$ cat src/design/gdo_pkg.sv
// Shared widths, constants, command/status types and calendar tables for the date offset block.
package gdo_pkg;

  localparam int YEAR_W  = 14;
  localparam int MONTH_W = 4;
  localparam int DAY_W   = 5;
  localparam int OFF_W   = 16;
  localparam int SER_W   = 22;  // day serial from 0001-01-01, last one is 3652058
  localparam int SUM_W   = 24;  // signed serial plus offset
  localparam int RD_W    = 9;   // day within a year, 0..365

  localparam int YEAR_MAX    = 9999;
  localparam int MONTH_MAX   = 12;
  localparam int MAX_OFFSET  = 32767;
  localparam int LAST_SERIAL = 3652058;  // serial of 9999-12-31

  // floor(p / 100) as (p * RECIP_100) >> RECIP_100_SH, exact for p below 10000
  localparam int RECIP_100    = 5243;
  localparam int RECIP_100_SH = 19;
  // year estimate: (serial * RECIP_YEAR) >> RECIP_YEAR_SH, never below serial / 365.2425
  localparam int RECIP_YEAR    = 2871;
  localparam int RECIP_YEAR_SH = 20;

  typedef struct packed {
    logic load;         // capture a new item
    logic yu_sel_walk;  // year unit input: walked year instead of start year
    logic day_calc;     // clamp start day, form start serial
    logic sum_calc;     // add offset, saturate, compare
    logic est_calc;     // first guess of the result year
    logic walk_dec;     // step the guessed year down
    logic walk_fin;     // year found, keep day-of-year
    logic month_step;   // take one month off the day-of-year
    logic out_load;     // move the result into the output register
  } cmd_t;

  typedef struct packed {
    logic year_high;    // guessed year starts after the result serial
    logic month_more;   // day-of-year still past the current month
  } sts_t;

  function automatic logic [DAY_W-1:0] month_len(input logic [MONTH_W-1:0] m,
                                                 input logic leap);
    logic [DAY_W-1:0] len;
    unique case (m)
      4'd2:                      len = leap ? 5'd29 : 5'd28;
      4'd4, 4'd6, 4'd9, 4'd11:   len = 5'd30;
      default:                   len = 5'd31;
    endcase
    return len;
  endfunction

  // days in the year before the first of month m
  function automatic logic [RD_W-1:0] cum_days(input logic [MONTH_W-1:0] m,
                                               input logic leap);
    logic [RD_W-1:0] base;
    unique case (m)
      4'd2:    base = 9'd31;
      4'd3:    base = 9'd59;
      4'd4:    base = 9'd90;
      4'd5:    base = 9'd120;
      4'd6:    base = 9'd151;
      4'd7:    base = 9'd181;
      4'd8:    base = 9'd212;
      4'd9:    base = 9'd243;
      4'd10:   base = 9'd273;
      4'd11:   base = 9'd304;
      4'd12:   base = 9'd334;
      default: base = 9'd0;
    endcase
    return base + ((leap && (m > 4'd2)) ? 9'd1 : 9'd0);
  endfunction

endpackage

$ cat src/design/gregorian_date_offset.sv
// Top level: Gregorian date plus signed day offset, with range saturation.
//
//   channel  direction  payload                                              handshake
//   in_      input      start_year, start_month, start_day, offset_days      in_valid/in_ready
//   out_     output     result_year, result_month, result_day,               out_valid/out_ready
//                       is_before_start, range_error
//
// One item is in work at a time. From the input transfer to a result sitting in the output
// register, the time is set by the year probe loop (one probe per guessed year through the
// two-stage year unit, 1 to 3 probes) and by the month walk.
// A new input transfer is taken in the cycle after the result is loaded, even while that
// result still waits for out_ready; a full output register holds the finished item back.
// Reset (rst_n low, synchronous) returns the controller to idle and drops any pending result.
module gregorian_date_offset (
  input  logic                              clk,
  input  logic                              rst_n,
  input  logic                              in_valid,
  output logic                              in_ready,
  input  logic [gdo_pkg::YEAR_W-1:0]        in_start_year,
  input  logic [gdo_pkg::MONTH_W-1:0]       in_start_month,
  input  logic [gdo_pkg::DAY_W-1:0]         in_start_day,
  input  logic signed [gdo_pkg::OFF_W-1:0]  in_offset_days,
  output logic                              out_valid,
  input  logic                              out_ready,
  output logic [gdo_pkg::YEAR_W-1:0]        out_result_year,
  output logic [gdo_pkg::MONTH_W-1:0]       out_result_month,
  output logic [gdo_pkg::DAY_W-1:0]         out_result_day,
  output logic                              out_is_before_start,
  output logic                              out_range_error
);

  gdo_pkg::cmd_t cmd;
  gdo_pkg::sts_t sts;

  // Sequencer: clamp, start serial, offset add, year guess, year probe, month walk.
  gdo_ctrl u_ctrl (
    .clk       (clk),
    .rst_n     (rst_n),
    .in_valid  (in_valid),
    .in_ready  (in_ready),
    .out_valid (out_valid),
    .out_ready (out_ready),
    .sts       (sts),
    .cmd       (cmd)
  );

  // Serial-day arithmetic; the output register lives here and is loaded on cmd.out_load.
  gdo_datapath u_dp (
    .clk                 (clk),
    .cmd                 (cmd),
    .sts                 (sts),
    .in_start_year       (in_start_year),
    .in_start_month      (in_start_month),
    .in_start_day        (in_start_day),
    .in_offset_days      (in_offset_days),
    .out_result_year     (out_result_year),
    .out_result_month    (out_result_month),
    .out_result_day      (out_result_day),
    .out_is_before_start (out_is_before_start),
    .out_range_error     (out_range_error)
  );

endmodule

$ cat src/design/gdo_year_unit.sv
// Two-stage unit: days before the first of a year, and that year's leap flag.
module gdo_year_unit (
  input  logic                      clk,
  input  logic [gdo_pkg::YEAR_W-1:0] year_in,
  output logic [gdo_pkg::SER_W-1:0]  dby,
  output logic                      leap
);

  localparam int PROD_W = 27;

  logic [gdo_pkg::YEAR_W-1:0] p;
  logic [PROD_W-1:0]          prod;
  logic [gdo_pkg::YEAR_W-1:0] p_r;
  logic [6:0]                 qp_r;
  logic [gdo_pkg::YEAR_W-1:0] rp;
  logic [6:0]                 qp1;
  logic [gdo_pkg::SER_W-1:0]  dby_nxt;
  logic                       leap_nxt;
  logic [gdo_pkg::SER_W-1:0]  dby_r;
  logic                       leap_r;

  // stage one: p = year - 1 and p / 100
  always_comb begin
    p    = year_in - 14'd1;
    prod = PROD_W'(p) * PROD_W'(gdo_pkg::RECIP_100);
  end

  always_ff @(posedge clk) begin
    p_r  <= p;
    qp_r <= prod[gdo_pkg::RECIP_100_SH +: 7];
  end

  // stage two: 365p + p/4 - p/100 + p/400; year divisible by 100 when p ends in 99
  always_comb begin
    rp       = p_r - (14'(qp_r) * 14'd100);
    qp1      = qp_r + 7'd1;
    dby_nxt  = (22'(p_r) * 22'd365) + 22'(p_r >> 2) - 22'(qp_r) + 22'(qp_r >> 2);
    leap_nxt = (p_r[1:0] == 2'd3) && ((rp != 14'd99) || (qp1[1:0] == 2'd0));
  end

  always_ff @(posedge clk) begin
    dby_r  <= dby_nxt;
    leap_r <= leap_nxt;
  end

  assign dby  = dby_r;
  assign leap = leap_r;

endmodule

$ cat src/design/gdo_datapath.sv
// Datapath: input clamp, serial arithmetic, year and month walk, output register.
module gdo_datapath (
  input  logic                              clk,
  input  gdo_pkg::cmd_t                     cmd,
  output gdo_pkg::sts_t                     sts,
  input  logic [gdo_pkg::YEAR_W-1:0]        in_start_year,
  input  logic [gdo_pkg::MONTH_W-1:0]       in_start_month,
  input  logic [gdo_pkg::DAY_W-1:0]         in_start_day,
  input  logic signed [gdo_pkg::OFF_W-1:0]  in_offset_days,
  output logic [gdo_pkg::YEAR_W-1:0]        out_result_year,
  output logic [gdo_pkg::MONTH_W-1:0]       out_result_month,
  output logic [gdo_pkg::DAY_W-1:0]         out_result_day,
  output logic                              out_is_before_start,
  output logic                              out_range_error
);

  localparam int EST_W = 2 * gdo_pkg::SER_W - 10;  // 34-bit product
  localparam logic signed [gdo_pkg::SUM_W-1:0] OFF_LIM = gdo_pkg::SUM_W'(gdo_pkg::MAX_OFFSET);
  localparam logic signed [gdo_pkg::SUM_W-1:0] LAST_S  = gdo_pkg::SUM_W'(gdo_pkg::LAST_SERIAL);

  logic [gdo_pkg::YEAR_W-1:0]        sy_r, wy_r;
  logic [gdo_pkg::MONTH_W-1:0]       sm_r, rm_r;
  logic [gdo_pkg::DAY_W-1:0]         sd_r;
  logic signed [gdo_pkg::OFF_W-1:0]  off_r;
  logic [gdo_pkg::SER_W-1:0]         ss_r, rs_r;
  logic [gdo_pkg::RD_W-1:0]          rd_r;
  logic                              err_r, before_r, leap_r;

  logic [gdo_pkg::YEAR_W-1:0]        yu_in;
  logic [gdo_pkg::SER_W-1:0]         yu_dby;
  logic                              yu_leap;

  logic [gdo_pkg::YEAR_W-1:0]        y_cl;
  logic [gdo_pkg::MONTH_W-1:0]       m_cl;
  logic signed [gdo_pkg::SUM_W-1:0]  off_ext;
  logic signed [gdo_pkg::OFF_W-1:0]  off_sat;
  logic [gdo_pkg::DAY_W-1:0]         ml_start, d_cl;
  logic [gdo_pkg::SER_W-1:0]         ss_nxt;
  logic signed [gdo_pkg::SUM_W-1:0]  sum;
  logic [gdo_pkg::SER_W-1:0]         rs_nxt;
  logic                              err_nxt;
  logic [EST_W-1:0]                  est_prod;
  logic [gdo_pkg::YEAR_W:0]          est2;
  logic [gdo_pkg::YEAR_W-1:0]        wy_est;
  logic [gdo_pkg::DAY_W-1:0]         ml_walk;

  assign yu_in = cmd.yu_sel_walk ? wy_r : sy_r;

  gdo_year_unit u_year (
    .clk     (clk),
    .year_in (yu_in),
    .dby     (yu_dby),
    .leap    (yu_leap)
  );

  always_comb begin
    // input clamp and offset saturation
    if (in_start_year == '0)
      y_cl = 14'd1;
    else if (in_start_year > 14'(gdo_pkg::YEAR_MAX))
      y_cl = 14'(gdo_pkg::YEAR_MAX);
    else
      y_cl = in_start_year;
    if (in_start_month == '0)
      m_cl = 4'd1;
    else if (in_start_month > 4'(gdo_pkg::MONTH_MAX))
      m_cl = 4'(gdo_pkg::MONTH_MAX);
    else
      m_cl = in_start_month;
    off_ext = gdo_pkg::SUM_W'(in_offset_days);
    if (off_ext > OFF_LIM)
      off_sat = gdo_pkg::OFF_W'(OFF_LIM);
    else if (off_ext < -OFF_LIM)
      off_sat = gdo_pkg::OFF_W'(-OFF_LIM);
    else
      off_sat = in_offset_days;

    // start serial
    ml_start = gdo_pkg::month_len(sm_r, yu_leap);
    if (sd_r == '0)
      d_cl = 5'd1;
    else if (sd_r > ml_start)
      d_cl = ml_start;
    else
      d_cl = sd_r;
    ss_nxt = yu_dby + 22'(gdo_pkg::cum_days(sm_r, yu_leap)) + 22'(d_cl) - 22'd1;

    // result serial, saturated to the calendar range
    sum = $signed({2'b00, ss_r}) + gdo_pkg::SUM_W'(off_r);
    if (sum < 0) begin
      rs_nxt  = '0;
      err_nxt = 1'b1;
    end else if (sum > LAST_S) begin
      rs_nxt  = gdo_pkg::SER_W'(gdo_pkg::LAST_SERIAL);
      err_nxt = 1'b1;
    end else begin
      rs_nxt  = gdo_pkg::SER_W'(sum);
      err_nxt = 1'b0;
    end

    // year guess at or just above the true year
    est_prod = EST_W'(rs_r) * EST_W'(gdo_pkg::RECIP_YEAR);
    est2     = {1'b0, est_prod[gdo_pkg::RECIP_YEAR_SH +: gdo_pkg::YEAR_W]} + 15'd2;
    wy_est   = (est2 > 15'(gdo_pkg::YEAR_MAX)) ? 14'(gdo_pkg::YEAR_MAX)
                                               : est2[gdo_pkg::YEAR_W-1:0];

    ml_walk = gdo_pkg::month_len(rm_r, leap_r);
  end

  always_comb begin
    sts.year_high  = (yu_dby > rs_r) && (wy_r != 14'd1);
    sts.month_more = (rm_r < 4'(gdo_pkg::MONTH_MAX)) && (rd_r >= 9'(ml_walk));
  end

  always_ff @(posedge clk) begin
    if (cmd.load) begin
      sy_r  <= y_cl;
      sm_r  <= m_cl;
      sd_r  <= in_start_day;
      off_r <= off_sat;
    end
    if (cmd.day_calc)
      ss_r <= ss_nxt;
    if (cmd.sum_calc) begin
      rs_r     <= rs_nxt;
      err_r    <= err_nxt;
      before_r <= rs_nxt < ss_r;
    end
    if (cmd.est_calc)
      wy_r <= wy_est;
    else if (cmd.walk_dec)
      wy_r <= wy_r - 14'd1;
    if (cmd.walk_fin) begin
      rd_r   <= 9'(rs_r - yu_dby);
      rm_r   <= 4'd1;
      leap_r <= yu_leap;
    end else if (cmd.month_step) begin
      rd_r <= rd_r - 9'(ml_walk);
      rm_r <= rm_r + 4'd1;
    end
    if (cmd.out_load) begin
      out_result_year     <= wy_r;
      out_result_month    <= rm_r;
      out_result_day      <= 5'(rd_r + 9'd1);
      out_is_before_start <= before_r;
      out_range_error     <= err_r;
    end
  end

endmodule

$ cat src/design/gdo_ctrl.sv
// Controller: sequences one date item through the datapath and owns both handshakes.
module gdo_ctrl (
  input  logic          clk,
  input  logic          rst_n,
  input  logic          in_valid,
  output logic          in_ready,
  output logic          out_valid,
  input  logic          out_ready,
  input  gdo_pkg::sts_t sts,
  output gdo_pkg::cmd_t cmd
);

  localparam logic [3:0] S_IDLE = 4'd0;
  localparam logic [3:0] S_YS0  = 4'd1;
  localparam logic [3:0] S_YS1  = 4'd2;
  localparam logic [3:0] S_DAY  = 4'd3;
  localparam logic [3:0] S_SUM  = 4'd4;
  localparam logic [3:0] S_EST  = 4'd5;
  localparam logic [3:0] S_WA   = 4'd6;
  localparam logic [3:0] S_WB   = 4'd7;
  localparam logic [3:0] S_WC   = 4'd8;
  localparam logic [3:0] S_MON  = 4'd9;
  localparam logic [3:0] S_DONE = 4'd10;

  logic [3:0] state_r, state_nxt;
  logic       out_valid_r, out_valid_nxt;

  always_comb begin
    state_nxt = state_r;
    cmd       = '0;
    in_ready  = (state_r == S_IDLE);
    unique case (state_r)
      S_IDLE: if (in_valid) begin
        cmd.load  = 1'b1;
        state_nxt = S_YS0;
      end
      S_YS0: state_nxt = S_YS1;
      S_YS1: state_nxt = S_DAY;
      S_DAY: begin
        cmd.day_calc = 1'b1;
        state_nxt    = S_SUM;
      end
      S_SUM: begin
        cmd.sum_calc = 1'b1;
        state_nxt    = S_EST;
      end
      S_EST: begin
        cmd.est_calc = 1'b1;
        state_nxt    = S_WA;
      end
      S_WA: begin
        cmd.yu_sel_walk = 1'b1;
        state_nxt       = S_WB;
      end
      S_WB: state_nxt = S_WC;
      S_WC: begin
        if (sts.year_high) begin
          cmd.walk_dec = 1'b1;
          state_nxt    = S_WA;
        end else begin
          cmd.walk_fin = 1'b1;
          state_nxt    = S_MON;
        end
      end
      S_MON: begin
        if (sts.month_more)
          cmd.month_step = 1'b1;
        else
          state_nxt = S_DONE;
      end
      S_DONE: begin
        if (!out_valid_r || out_ready) begin
          cmd.out_load = 1'b1;
          state_nxt    = S_IDLE;
        end
      end
      default: state_nxt = S_IDLE;
    endcase

    if (cmd.out_load)
      out_valid_nxt = 1'b1;
    else if (out_ready)
      out_valid_nxt = 1'b0;
    else
      out_valid_nxt = out_valid_r;
  end

  always_ff @(posedge clk) begin
    if (!rst_n) begin
      state_r     <= S_IDLE;
      out_valid_r <= 1'b0;
    end else begin
      state_r     <= state_nxt;
      out_valid_r <= out_valid_nxt;
    end
  end

  assign out_valid = out_valid_r;

endmodule

$ cat config.mk
export PLATFORM = sky130hd
export DESIGN_NAME = gregorian_date_offset
export DESIGN_NICKNAME = d
export VERILOG_FILES = /design/src/design/gdo_pkg.sv /design/src/design/gregorian_date_offset.sv /design/src/design/gdo_year_unit.sv /design/src/design/gdo_datapath.sv /design/src/design/gdo_ctrl.sv
export SDC_FILE = /design/constraint.sdc
export NUM_CORES = 1
export LEC_CHECK = 0
export CAP_MARGIN = 40
export CELL_PAD_IN_SITES_DETAIL_PLACEMENT = 0
export CELL_PAD_IN_SITES_GLOBAL_PLACEMENT = 1
export CORE_MARGIN = 3
export CORE_UTILIZATION = 30
export DETAILED_ROUTE_END_ITERATION = 8
export DONT_BUFFER_PORTS = 1
export GPL_ROUTABILITY_DRIVEN = 0
export MAX_ROUTING_LAYER = met4
export PLACE_DENSITY_LB_ADDON = 0.1
export SLEW_MARGIN = 0
export SYNTH_ARGS = -nofsm -noshare
export SYNTH_HDL_FRONTEND = slang
export SYNTH_SLANG_ARGS = --single-unit
$ cat constraint.sdc
create_clock -name clk -period 20.1 [get_ports clk]
set_input_delay 2.01 -clock clk [delete_from_list [all_inputs] [get_ports clk]]
set_output_delay 2.01 -clock clk [all_outputs]
set_load 0.1 [all_outputs]
==> summary.md, run 1 <==
| Metric | Value |
|---|---|
| Outcome | complete, no violations |
| Top sig layer | met4 |
| Largest net degree at the start of global routing | 26 |
| # diodes | 0 |
| Post-Synth XOR/XNOR Area | 0.0500 |
| CP Class | reg -> reg |
| Clock-pin slew on the worst setup and hold paths | 0.08 ns |
| TritonCTS buffer count | 17 |
| Slew HR | 0.396 |
| Post-CTS Setup Bufs | 0 |
| Crit. End Element | register |
| Sequential element share of the synthesized area | 0.202 |
| YS warnings | 0 |
| Post-Syn Instances | roughly 2500 |
| Chip height | a little under 300 microns |
| Setup violators final | 0 |
| Largest family of logic cells by synthesized area | adder cells |
| Max Clk Rate | about 120 MHz |
| Class of the tightest hold or removal check | reg -> reg |
| RSZ-0062 raised after global routing | false |
| Port buffer count | 0 |
| WL final | between 60000 and 70000 microns |
| Post-DP HPWL | ~55000 microns |
| Latest clock arrival within the worst-skew pair | 0.51 ns |
| Clock Sinks | between 150 and 200 |
| GRT Residual Overflow | 0 |
| Final hold violations | 0 |
| Metal1 wirelength | 31700 microns |
| Row count | 105 |
| Fillers | roughly 8400 |
| Vias in the first global route | between 15000 and 20000 |
| Most used DFF post-synth | edfxtp_1 |
| Wire per inst | about 18 microns |
| CTS tree | yes |
| Multi-input gate area | between 15000 and 20000 sq um |
| Met2 WL | about 31000 microns |
| Synthesized area per cell | ~9.9 sq um |
| Initial DRT Pass Iterations | 5 |
| Total Routing Usage GR | 0.160 |
| Vias/cell | around 4.7 |
| Chip width | ~300 microns |
| Share of cells above drive strength 1 | 0.0409 |
| Top Ports | 70 |
| Post-synth ARST share | 0 |
| Final period util | 0.407 |
| Initial antenna violation count | 1 |
| WL met3 | just under 1000 microns |
| Crit path time final | approximately 8.2 ns |
| Post_cts resized | 0 |
| Area grow syn2layout | 9.05% |
| Commonest cells after routing, fill and taps aside | inv_1, ha_1, fa_1 |
| Final antenna-violating net count | 0 |
| Max Slew Vio Count | 0 |
| Reg2Reg Setup Slack | around 12 ns |
| Design area | ~28000 sq um |
| Reg area | 5080 sq um |
| Simple-gate portion of the synthesized area | 0.0988 |
| Synth Cell Area | 25200 sq um |
| Commonest non-fill, non-tap cell in the layout | inv_1 |
| WP data required | 20.48 ns |
| Vias | 17100 |
| Number of synthesized flops with an enable pin | 134 |
| First-pass GRT wire length | roughly 100000 microns |
| Final Non-Filler Cells | 3639 |
| Post-Synth Adder-Cell Area | 0.443 |
| Crit Path Max Fanout | 17 |
| Max clock buf depth | 2 |
| Setup TNS | 0 ns |
| Mux cell area share after synthesis | 0.0129 |
| Register bit total from synthesis | roughly 190 |
| Root buf cell | clkbuf_16 |
| Initial cell density of the core | 0.305 |
| Slew @ Worst Pin | about 0.9 ns |
| Synth Area in Compound Gates | 0.109 |
| Post-Place Cell Area | between 20000 and 30000 sq um |
| Yosys cell types | 90 |
| Crit path DAT | 8.56 ns |
| Final nets | ~3300 |
| Die Area | 87600 sq um |
| Initial drt markers | between 700 and 800 |
| Core area | a little over 80000 sq um |
| Synth Net Count | between 3000 and 4000 |
| Placed Instances | between 3000 and 4000 |
| DRC viols | 0 |
| CP Launch Type | register |
| H-tree Lvls | 4 |
| CTS Hold Bufs | 0 |
| Post-Route Skew | ~0.021 ns |
| Max-cap violations | 0 |
-- area by class of cell --
type                            count  share of cell area
Multi-Input combinational cell   1789               0.655
Sequential cell                   187               0.185
Inverter                          528              0.0720
Tap cell                         1070              0.0487
Timing Repair Buffer               33              0.0180
Clock buffer                       17              0.0155
Clock inverter                     15             0.00564
-- kinds of logic (layout without fill, tap and decap cells) --
| group | Yosys count | count (layout) |
|---|---|---|
| AND/OR/NAND/NOR | 472 | 472 |
| multiplexers | 31 | 31 |
| XOR/XNOR | 144 | 144 |
| AO/OA/AOI/OAI | 406 | 406 |
| adder cells (fa/ha/maj) | 736 | 736 |
| buffers and inverters | 563 | 593 |
| flip-flops | 187 | 187 |
-- worst paths after layout --
kind                           from                    to  cells past startpoint
setup / recovery  u_ctrl.state_r[3]   u_dp.u_year.qp_r[5]                     25
hold / removal           u_dp.err_r  u_dp.out_range_error                      0
setup reg to reg  u_ctrl.state_r[3]   u_dp.u_year.qp_r[5]                     25
hold reg to reg          u_dp.err_r  u_dp.out_range_error                      0
-- critical path: stages, from the launching register on --
cell	delay [ns]
dfxtp_1	0.40
nor2_1	0.26
and3_1	0.63
mux2i_1	0.54
ha_1	0.33
o21ai_0	0.17
nor2_1	0.21
o21a_1	0.18
o21ai_0	0.13
xor2_1	0.46
buf_4	0.26
fa_1	0.43
ha_1	0.32
fa_1	0.48
fa_1	0.53
fa_1	0.50
ha_1	0.31
nand3_1	0.09
nor2_1	0.13
nand2_1	0.06
o311ai_0	0.59
a21oi_1	0.25
o21ai_0	0.42
o21a_1	0.18
nor2_1	0.05
xnor2_1	0.11
-- per-layer routing --
| layer | vias to the layer above | GRT usage |
|---|---|---|
| met5 | - | - |
| met4 | 0 | 0.0382 |
| li1 | 8585 | - |
| met2 | 109 | 0.267 |
| met1 | 8409 | 0.209 |
| met3 | 42 | 0.0183 |
-- registers in the layout, indices dropped and copies added (netlist names) --
register and count:
u_ctrl.out_valid 1, u_dp.out_result_day 5, u_dp.off_r 16, u_dp.sy_r 14, u_dp.before_r 1, u_dp.out_range_error 1, u_dp.ss_r 22, u_dp.wy_r 14
u_dp.sm_r 4, u_ctrl.state_r 4, u_dp.err_r 1, u_dp.u_year.dby 22, u_dp.out_result_year 14, u_dp.u_year.leap 1, u_dp.u_year.p_r 14, u_dp.out_is_before_start 1
u_dp.rd_r 9, u_dp.rs_r 22, u_dp.leap_r 1, u_dp.u_year.qp_r 7, u_dp.rm_r 4, u_dp.sd_r 5, u_dp.out_result_month 4
-- cells in the mapped netlist, types with 8 or more instances --
cell        n  area share
nand3_1    40      0.0079
o21bai_1   13      0.0039
nor2b_1    48       0.012
and2_1     15      0.0037
fa_1      261        0.21
o21ai_0    72       0.014
or4_1       9      0.0027
a211oi_1   24      0.0071
xnor2_1   100       0.035
or2_2       8      0.0020
mux2i_1    28       0.011
dfxtp_1    53       0.042
nor4_1     13      0.0032
a211o_1     8      0.0028
and4_1     10      0.0035
o21a_1     38       0.011
and3_1     17      0.0042
a21oi_1    99       0.020
edfxtp_1  134        0.16
nand2b_1   26      0.0064
nand2_1    58      0.0086
inv_1     525       0.078
nor2_1    111       0.017
xor2_1     44       0.015
nand4_1    14      0.0035
nor3_1     74       0.015
clkbuf_1   26      0.0039
a21o_1     47       0.014
ha_1      475        0.24
a31oi_1    16      0.0040
-- through the flow --
step	setup slack, ns	hold slack (ns)	util
after floorplan	12.53	0.400	-
after global placement	11.69	0.401	0.320
after detailed placement	11.82	0.406	0.326
after CTS	11.77	0.424	0.333
after global routing	11.07	0.447	0.333
final	11.92	0.421	0.333
Power of run 1 is left out: the tool's default activity adds up to more than one toggle a clock period on the data nets, which glitch-free logic cannot reach.
==> inputs of run 2 (changes only) <==
clock period = 6.8 ns   (was 20.1 ns; I/O delays follow)
==> run 2 against run 1 <==
Sequential share of layout area fell by 0.72 points. Non-clock buffer count rose by 96. Worst hold slack got worse by 0.14 ns. Via count rose by 2.9%. First-iteration DRC count fell by 10%. Cell area rose by 4.1%. Count of clock-buffer cells in the layout rose by 1. Die area did not move. Register-to-register slack got worse by 12 ns. Core utilization rose by 1.4 points. Largest cell class unchanged.
==> summary.md, run 2 (synthesis results as in run 1) <==
| Metric | Value |
|---|---|
| WP data required | 7.07 ns (-13.41 ns) |
| Max clock buf depth | 2 (unchanged) |
| Final antenna-violating net count | 0 (unchanged) |
| Commonest cells after routing, fill and taps aside | inv_1, ha_1, fa_1 |
| Crit path time final | 6.54 ns (-1.64 ns) |
| Met1 GRT Util | 0.214 (+0.00508) |
| Initial drt markers | 652 (-10%) |
| Reg2Reg Setup Slack | 0.26 ns (-11.66 ns) |
| GR Util met3 | 0.0206 (+0.00232) |
| Chip width | 296 microns (unchanged) |
| CTS tree | yes |
| Final period util | 0.962 (+0.555) |
| Commonest non-fill, non-tap cell in the layout | inv_1 |
| Share of cells above drive strength 1 | 0.0953 (+0.0544) |
| Initial antenna violation count | 3 (+2) |
| Clock Sinks | 187 (unchanged) |
| Final nets | 3431 (+2.9%) |
| CP Class | reg -> reg |
| Port buffer count | 0 (unchanged) |
| Latest clock arrival within the worst-skew pair | 0.51 ns (about the same) |
| Largest net degree at the start of global routing | 30 (+15%) |
| Vias in the first global route | 18900 (+1.6%) |
| M2 GR Usage | 0.268 (+0.00165) |
| Post-DP HPWL | 56800 microns (+3.0%) |
| Final hold violations | 0 (unchanged) |
| Fillers | 8439 (+0.036%) |
| Crit Path Max Fanout | 13 (-4) |
| Top Ports | 70 (unchanged) |
| Max Slew Vio Count | 0 (unchanged) |
| Initial DRT Pass Iterations | 5 (unchanged) |
| Total Routing Usage GR | 0.163 (+0.00279) |
| Clock-pin slew on the worst setup and hold paths | 0.10 ns (+0.02 ns) |
| First-pass GRT wire length | 106000 microns (+1.7%) |
| TritonCTS buffer count | 17 (unchanged) |
| Crit path DAT | 6.81 ns (-1.75 ns) |
| Class of the tightest hold or removal check | in -> reg |
| Max Clk Rate | 153 MHz (+25%) |
| CTS Hold Bufs | 0 (unchanged) |
| GRT Residual Overflow | 0 (unchanged) |
| Outcome | complete, no violations |
| DRC viols | 0 (unchanged) |
| Root buf cell | clkbuf_16 |
| Chip height | 296 microns (unchanged) |
| Vias | 17600 (+2.9%) |
| Slew HR | 0.399 (+0.00343) |
| CP Launch Type | register |
| Core area | 82600 sq um (unchanged) |
| Crit. End Element | register |
| Initial cell density of the core | 0.305 (unchanged) |
| Die Area | 87600 sq um (unchanged) |
| WL final | 66300 microns (+1.9%) |
| Row count | 105 (unchanged) |
| Grt peak-use layer | met2 |
| Core Util, Final | 0.346 (+0.0135) |
| H-tree Lvls | 4 (unchanged) |
| Setup violators final | 0 (unchanged) |
| Max-cap violations | 0 (unchanged) |
| Slew @ Worst Pin | 0.903 ns (-0.00516 ns) |
| Vias/cell | 4.72 (+0.19%) |
| Post-Route Skew | 0.0304 ns (+0.00941 ns) |
| Wire per inst | 17.7 microns (-0.80%) |
| Area grow syn2layout | 13.5% |
[run 2: changes by cell type in the layout (fill, tap and decap cells not counted), sizes merged]
cell,change
buf,+95
bufinv,-1
clkbuf,+1
clkdlybuf4s15,+1
clkinv,-3
clkinvlp,+5
diode,+2
inv,-2
[run 2: layout make-up]
cell class,instances,area (sq um),area share
inverter,528,1980,0.0692
clock inverter,14,113,0.00393
tap,1070,1340,0.0468
multi-input combinational,1789,18400,0.641
clock buffer,18,429,0.0150
timing repair buffer,129,1310,0.0459
antenna,2,5.00,0.000175
sequential,187,5080,0.178
[run 2: layer usage]
metal / up-vias / wire (microns) / share of wire
li1: 8760 / - / -
met1: 8663 / 31800 / 0.48
met2: 164 / 32100 / 0.48
met3: 54 / 1330 / 0.020
met4: 0 / 1030 / 0.016
met5: - / 0 / 0
[run 2: worst paths after layout]
path | from | to | cells past startpoint
setup / recovery | u_dp.rs_r[6] | u_dp.wy_r[1] | 24
hold reg to reg | u_dp.err_r | u_dp.out_range_error | 0
setup reg to reg | u_dp.rs_r[6] | u_dp.wy_r[1] | 24
hold / removal | in_start_year[13] | u_dp.sy_r[13] | 0
[run 2: metrics by stage]
stage / cell area [sq um] / TNS (ns) / cells / hold WS, ns / setup slack [ns]
after global routing: 28600 / -0.106 / 3737 / 0.234 / -0.0380
after floorplan: 25300 / 0 / 2539 / 0.400 / 0.0602
final: 28600 / 0 / 3737 / 0.280 / 0.262
after global placement: 27200 / 0 / 3669 / 0.407 / 0.0378
after CTS: 28200 / 0 / 3722 / 0.221 / 0.101
after detailed placement: 27700 / -1.51 / 3690 / 0.414 / -0.175
[run 2: worst max-delay path: stages, from the launching register on]
cell and delay (ns):
edfxtp_1 0.42, ha_1 0.34, fa_1 0.50, fa_1 0.55, inv_1 0.06, fa_1 0.50
fa_1 0.55, inv_1 0.04, ha_1 0.32, a211oi_1 0.27, o21bai_2 0.18, o21ai_4 0.23
a32oi_2 0.12, a21oi_2 0.21, xnor2_2 0.15, ha_2 0.21, buf_4 0.13, xor2_2 0.16
buf_4 0.13, nand2_1 0.04, a211o_1 0.34, o31ai_4 0.30, o31ai_4 0.12, buf_12 0.15
or2_2 0.28
[run 2: what timing repair did]
item / 4_1_cts / 5_1_grt
resized for setup: 1 / 53
endpoints found under the setup margin: 13 / 20
pin swaps: 0 / 21
buffers inserted: 0 / 12
Power of run 2 is left out for the same reason.
